### config.mk
export PLATFORM = sky130hd
export DESIGN_NAME = omau_ctrl
export DESIGN_NICKNAME = d
export VERILOG_FILES = /design/src/omau_pkg.sv /design/src/omau_ctrl.sv
export SDC_FILE = /design/constraint.sdc
export NUM_CORES = 1
export LEC_CHECK = 0
export ABC_CLOCK_PERIOD_IN_PS = 3000
export BUFFER_PORTS_ARGS = -buffer_cell sky130_fd_sc_hd__buf_2
export CORE_ASPECT_RATIO = 0.9
export CORE_MARGIN = 2
export CORE_UTILIZATION = 30
export DETAILED_ROUTE_END_ITERATION = 12
export PLACE_DENSITY = 0.44
export SLEW_MARGIN = 20
export SYNTH_ARGS = -nofsm -noshare
export SYNTH_HDL_FRONTEND = slang
export SYNTH_SLANG_ARGS = --single-unit
### constraint.sdc
create_clock -name clk -period 3 [get_ports clk]
set_input_delay 0.3 -clock clk [delete_from_list [all_inputs] [get_ports clk]]
set_output_delay 0.3 -clock clk [all_outputs]
set_load 0.03 [all_outputs]
### src/omau_pkg.sv
// Shared types, sizes and codes for the object map associate/update unit.
// Used by omau_ctrl, omau_dp and object_map_associate_update_unit.
`default_nettype none
package omau_pkg;

  localparam int TABLE_DEPTH    = 64;
  localparam int IDX_W          = $clog2(TABLE_DEPTH);
  localparam int CNT_W          = IDX_W + 1;
  localparam int ID_W           = 32;
  localparam int POS_W          = 20;
  localparam int REG_W          = 32;
  localparam int KEYPOINT_COUNT = 17;
  localparam int MASK_W         = 17;
  localparam int PARTS_W        = 4;
  localparam int INDEX_W        = 6;
  localparam int OUTCOME_W      = 2;
  localparam int CFG_IDX_W      = 2;

  // Keypoint groups: head, arm, body, and everything above is leg.
  localparam int HEAD_LAST = 4;
  localparam int ARM_LAST  = 10;
  localparam int BODY_LAST = 12;

  // Distance arithmetic.
  localparam int DIFF_W = POS_W + 1;   // signed difference of two positions
  localparam int SQ_W   = 2 * POS_W;   // square of a magnitude below 2^POS_W
  localparam int DIST_W = SQ_W + 1;    // sum of two squares

  // Smoothing: (4*old + obs) / 5 by reciprocal multiplication.
  localparam int SUM_W       = POS_W + 3;
  localparam int NUM_W       = SUM_W - 1;
  localparam int RECIP_SHIFT = 25;
  localparam int RECIP_W     = 23;
  localparam int PROD_W      = NUM_W + RECIP_W;
  localparam logic [RECIP_W-1:0] RECIP5 = RECIP_W'((2 ** RECIP_SHIFT + 4) / 5);

  // Configuration register indexes.
  localparam logic [CFG_IDX_W-1:0] REG_MATCH_DIST = 2'd0;
  localparam logic [CFG_IDX_W-1:0] REG_GATE_MIN   = 2'd1;
  localparam logic [CFG_IDX_W-1:0] REG_GATE_MAX   = 2'd2;

  localparam logic [REG_W-1:0] MATCH_DIST_RESET = 32'd1000000;
  localparam logic [REG_W-1:0] GATE_MIN_RESET   = 32'd40000;
  localparam logic [REG_W-1:0] GATE_MAX_RESET   = 32'd250000;

  typedef enum logic [OUTCOME_W-1:0] {
    OUT_UPDATED  = 2'd0,
    OUT_GATED    = 2'd1,
    OUT_INSERTED = 2'd2,
    OUT_FULL     = 2'd3
  } outcome_t;

  typedef enum logic [1:0] {
    KIND_MATCH,
    KIND_INSERT,
    KIND_FULL
  } kind_t;

  typedef struct packed {
    logic [ID_W-1:0]    track;
    logic [POS_W-1:0]   x;
    logic [POS_W-1:0]   y;
    logic [PARTS_W-1:0] parts;
  } entry_t;

  typedef struct packed {
    logic             in_ready;
    logic             rd_en;
    logic [IDX_W-1:0] rd_addr;
    logic             rd_last;
    logic             commit;
    kind_t            kind;
    logic [IDX_W-1:0] ins_addr;
  } omau_cmd_t;

  typedef struct packed {
    logic found;
    logic missed;
    logic out_busy;
  } omau_status_t;

  function automatic logic [PARTS_W-1:0] parts_from_mask(input logic [MASK_W-1:0] mask);
    logic [PARTS_W-1:0] p;
    p = '0;
    for (int i = 0; i < KEYPOINT_COUNT && i < MASK_W; i++) begin
      if (mask[i]) begin
        if (i <= HEAD_LAST) begin
          p[0] = 1'b1;
        end else if (i <= ARM_LAST) begin
          p[1] = 1'b1;
        end else if (i <= BODY_LAST) begin
          p[2] = 1'b1;
        end else begin
          p[3] = 1'b1;
        end
      end
    end
    return p;
  endfunction

endpackage
`default_nettype wire

### src/omau_ctrl.sv
// Controller of the object map unit: input handshake, table scan sequencing,
// entry count and commit timing. Depends on omau_pkg.
`default_nettype none
module omau_ctrl import omau_pkg::*; (
  input  logic         clk,
  input  logic         rst,
  input  logic         in_valid,
  input  omau_status_t status,
  output omau_cmd_t    cmd
);

  typedef enum logic [2:0] {
    ST_IDLE,
    ST_SCAN,
    ST_WAIT,
    ST_COMMIT,
    ST_DONE
  } state_t;

  state_t           state;
  logic [CNT_W-1:0] count;
  logic [CNT_W-1:0] scan_next;

  always_ff @(posedge clk) begin
    if (rst) begin
      state        <= ST_IDLE;
      count        <= '0;
      scan_next    <= '0;
      cmd.in_ready <= 1'b1;
      cmd.rd_en    <= 1'b0;
      cmd.rd_addr  <= '0;
      cmd.rd_last  <= 1'b0;
      cmd.commit   <= 1'b0;
      cmd.kind     <= KIND_FULL;
      cmd.ins_addr <= '0;
    end else begin
      case (state)
        ST_IDLE: begin
          if (in_valid) begin
            cmd.in_ready <= 1'b0;
            if (count != '0) begin
              cmd.rd_en   <= 1'b1;
              cmd.rd_addr <= '0;
              cmd.rd_last <= (count == CNT_W'(1));
              scan_next   <= CNT_W'(1);
              state       <= ST_SCAN;
            end else begin
              cmd.kind <= KIND_INSERT;
              state    <= ST_WAIT;
            end
          end
        end
        ST_SCAN: begin
          if (status.found) begin
            cmd.rd_en <= 1'b0;
            cmd.kind  <= KIND_MATCH;
            state     <= ST_WAIT;
          end else if (status.missed) begin
            cmd.rd_en <= 1'b0;
            cmd.kind  <= (count == CNT_W'(TABLE_DEPTH)) ? KIND_FULL : KIND_INSERT;
            state     <= ST_WAIT;
          end else if (scan_next < count) begin
            cmd.rd_en   <= 1'b1;
            cmd.rd_addr <= scan_next[IDX_W-1:0];
            cmd.rd_last <= (scan_next == count - CNT_W'(1));
            scan_next   <= scan_next + CNT_W'(1);
          end else begin
            cmd.rd_en <= 1'b0;
          end
        end
        // Gives the smoothing pipeline time to settle after a hit.
        ST_WAIT: begin
          state <= ST_COMMIT;
        end
        ST_COMMIT: begin
          if (!status.out_busy) begin
            cmd.commit   <= 1'b1;
            cmd.ins_addr <= count[IDX_W-1:0];
            if (cmd.kind == KIND_INSERT) begin
              count <= count + CNT_W'(1);
            end
            state <= ST_DONE;
          end
        end
        ST_DONE: begin
          cmd.commit   <= 1'b0;
          cmd.in_ready <= 1'b1;
          state        <= ST_IDLE;
        end
        default: begin
          state <= ST_IDLE;
        end
      endcase
    end
  end

  a_count_bound: assert property (@(posedge clk) disable iff (rst)
    count <= CNT_W'(TABLE_DEPTH))
    else $error("entry count above table depth");

  a_full_only_when_full: assert property (@(posedge clk) disable iff (rst)
    (cmd.commit && cmd.kind == KIND_FULL) |-> (count == CNT_W'(TABLE_DEPTH)))
    else $error("drop committed with free table slots");

  a_one_word_in_flight: assert property (@(posedge clk) disable iff (rst)
    (in_valid && cmd.in_ready) |=> !cmd.in_ready)
    else $error("ready held after accepting a word");

endmodule
`default_nettype wire

==> results.py <==
metrics = {
    "global_route": {
        "gr-usage-all-layers_pct": 13.82,
        "overflow": 0,
        "grt_pass1_vias": 1564,
        "grt_first_pass_wirelength_mm": 7.479,
        "grt_antenna_before_repair": 0,
        "grt_max_degree": 33,
    },
    "sta": {
        "relSlewSlack_pct": 60.86,
        "tightest_slew_ps": 587.1,
        "fin_crit_ps": 2658,
        "slew_violations": 0,
        "layout_worst_path_cycle_share_pct": 88.62,
        "setup_tns_ps": 0,
        "clock_skew_ps": 2.874,
        "hold_viol": 0,
        "grt_setup_unrepaired": "false",
        "hold_ws_ps": 371.7,
        "fmaxAchievable_ghz": 0.3762,
        "setup_viol": 0,
    },
    "power": {
        "intPower_uw": 677.0,
        "p_total_uw": 920.0,
        "power_frac_seq_pct": 54.0,
        "ir_drop_uv": 110.8,
        "p_sw_share_pct": 26.42,
        "p_per_area_nw_per_um2": 422.1,
        "pwr-share-clk_pct": 33.9,
        "comb_power_share_pct": 12.1,
        "leakagePower_uw": 0.0008652,
        "switching_power_uw": 243.0,
    },
    "die": {
        "pin_count": 24,
        "die_w_um": 87.96,
        "rows": 27,
        "core_um2": 6115,
        "fp.dieH_um": 79.56,
        "die-area_um2": 6998,
        "start_util_pct": 31.12,
    },
    "clock_network": {
        "cts_root_buf": "clkbuf_8",
        "ctsHoldBuffers": 0,
        "h-tree-depth": 2,
        "cts_made_buffers": 5,
        "cts_sinks": 35,
        "cts_resized": 0,
        "tritoncts": "done",
        "post_cts_buffers": 0,
        "path_clk_slew_ps": 60,
        "clk_latency_ps": 280,
        "clk_path_buf_depth": 2,
    },
    "detailed_routing": {
        "drt_pass1_iterations": 4,
        "drcViolationCount": 0,
        "wire_per_inst_um": 13.03,
        "vias_per_cell": 4.778,
        "drtAntennaViolNets": 0,
        "routed_wirelength_mm": 4.351,
        "drt_iter0_markers": 49,
        "via_count": 1596,
    },
    "placement": {
        "gp_congestion": 0.7623,
        "dp_hpwl_mm": 3.154,
        "placed_area_um2": 2107,
        "io_buffer_count": 23,
    },
    "min_path": {
        "min_to": "cmd[17]",
        "hold_start": "in_valid",
        "hold_path_class": "in2reg",
        "hold_path_depth": 3,
    },
    "flow_run": {
        "maxCapViolCount": 0,
    },
    "critical_path": {
        "start_kind": "flip-flop",
        "path_cells": "inv_1 > ha_1 > or4b_2 > o221ai_2 > a2111o_1 > o21a_1 > or4_1 > a21oi_1",
        "arrival_ps": 2880,
        "r2r_cells": 8,
        "r2r-end": "scan_next[6]",
        "crit_path_max_fanout": 15,
        "r2r_setup_slack_ps": 340,
        "worst_r2r_startpoint": "count[1]",
        "worstPathRequired_ps": 3220,
        "critPathKind": "reg2reg",
        "worstSetupEndpointType": "flip-flop",
        "critPathSlowestCell": "or4_1",
        "slowest_delay_ps": 520,
    },
    "yosys": {
        "syn-mean-instance-area_um2": 8.384,
        "synth_edf_count": 0,
        "yosysUniqueCellTypes": 43,
        "synthFlopType": "dfxtp_1",
        "async_flop_share_pct": 0,
        "ys_ff_latch": 35,
        "ys_top_cells_by_area": "dfxtp_1 37%, ha_1 7.9%, xnor2_1 5.1%",
        "seq_area_frac_synth_pct": 36.82,
        "syn_nets": 245,
        "synthesis.area_um2": 1903,
        "yosysTopAreaCell": "dfxtp_1",
        "netlist.area_leader.share_pct": 36.82,
        "synthCells": 227,
        "yosysWarnings": 0,
    },
    "finish": {
        "drive_gt1_share_pct": 16.60,
        "area_growth_pct": 14.53,
        "fillCellCount": 656,
        "register_area_um2": 700.7,
        "final_net_count": 266,
        "n_antenna_cell": 0,
        "multiInputGateArea_um2": 1107,
        "final_area_um2": 2180,
    },
    "run_status": {
        "status": "completed",
    },
}
[state kept, by name (all words and copies together), names as in the netlist]
signal,count
scan_next,7
state,3
count,7
cmd,18
[power by group through the flow]
stage / logic, µW / registers, µW / clock network, µW
4_1_cts: 113 / 497 / 332
3_5_place_dp: 113 / 507 / 0
6_report: 111 / 497 / 312
5_1_grt: 123 / 499 / 355
2_1_floorplan: 79.8 / 508 / 0
3_3_place_gp: 113 / 508 / 0
[stage by stage]
| step | std cells | utilization [%] | setup WS [ps] |
|---|---|---|---|
| 2_1_floorplan | 227 | - | 555.1 |
| 3_3_place_gp | 328 | 34.46 | 403.1 |
| 3_5_place_dp | 328 | 34.46 | 333.5 |
| 4_1_cts | 334 | 35.65 | 321.9 |
| 5_1_grt | 334 | 35.65 | 118.9 |
| 6_report | 334 | 35.65 | 341.5 |
[cell type report]
type / count / share of cell area (%)
sequential: 35 / 32.15
inverter: 10 / 1.722
tap: 87 / 4.994
multi-input combinational: 168 / 50.80
timing repair buffer: 28 / 7.003
clock buffer: 6 / 3.330
[logic make-up after synthesis]
group | after synthesis | share of synthesized area [%]
fa+ha+maj | 12 | 7.889
mux | 9 | 4.734
compound gates | 42 | 14.14
flops | 35 | 36.82
simple gates | 90 | 24.20
buf+inv | 24 | 5.326
xor+xnor | 15 | 6.903
[worst max-delay path: cells and delay by family, from the launching register on]
family                   cells  cell delay [ps]
AO/OA/AOI/OAI                4             1010
AND/OR/NAND/NOR              2              730
flip-flops                   1              480
adder cells (fa/ha/maj)      1              230
buffers and inverters        1              150
[layer usage]
layer | GRT usage [%] | part of all wire (%) | vias up
met4 | 5.077 | 1.7 | 0
li1 | - | - | 836
met5 | 0 | 0 | -
met2 | 20.98 | 42 | 23
met3 | 3.309 | 3.3 | 7
met1 | 18.89 | 52 | 730
[placed cells by master (no fill, tap or decap), drive strengths merged, types with 3 or more instances in the layout]
| cell type | count |
|---|---|
| a21oi | 16 |
| and3 | 6 |
| buf | 28 |
| clkbuf | 6 |
| dfxtp | 35 |
| ha | 12 |
| inv | 10 |
| mux2i | 9 |
| nand2 | 19 |
| nand2b | 3 |
| nand3 | 9 |
| nand4 | 4 |
| nor2 | 25 |
| nor2b | 3 |
| nor3 | 4 |
| nor4 | 4 |
| o21ai | 10 |
| o31ai | 3 |
| or3 | 3 |
| xnor2 | 11 |
| xor2 | 4 |
[how the worst max path moves through the flow]
stage | startpoint | to | slack, ps
floorplan | count[0] | scan_next[6] | 560
global placement | count[1] | scan_next[6] | 400
detailed placement | count[1] | scan_next[6] | 330
CTS | count[1] | scan_next[6] | 320
global route | count[1] | scan_next[6] | 120
finish | count[1] | scan_next[6] | 340
[synth_stat cells (all sizes together), types with 2 or more instances]
| cell type | number |
|---|---|
| a31o | 2 |
| nand2 | 19 |
| o31ai | 3 |
| ha | 12 |
| xnor2 | 11 |
| inv | 10 |
| nor4bb | 2 |
| clkbuf | 7 |
| and3b | 2 |
| a21oi | 16 |
| nand2b | 3 |
| nor2 | 25 |
| buf | 7 |
| nor4 | 4 |
| dfxtp | 35 |
| nand4 | 4 |
| mux2i | 9 |
| o21ai | 10 |
| nor2b | 3 |
| nor3 | 4 |
| or3 | 3 |
| and3 | 6 |
| o21a | 2 |
| nand3 | 9 |
| xor2 | 4 |
No activity file was read; power rests on OpenSTA's default activity.
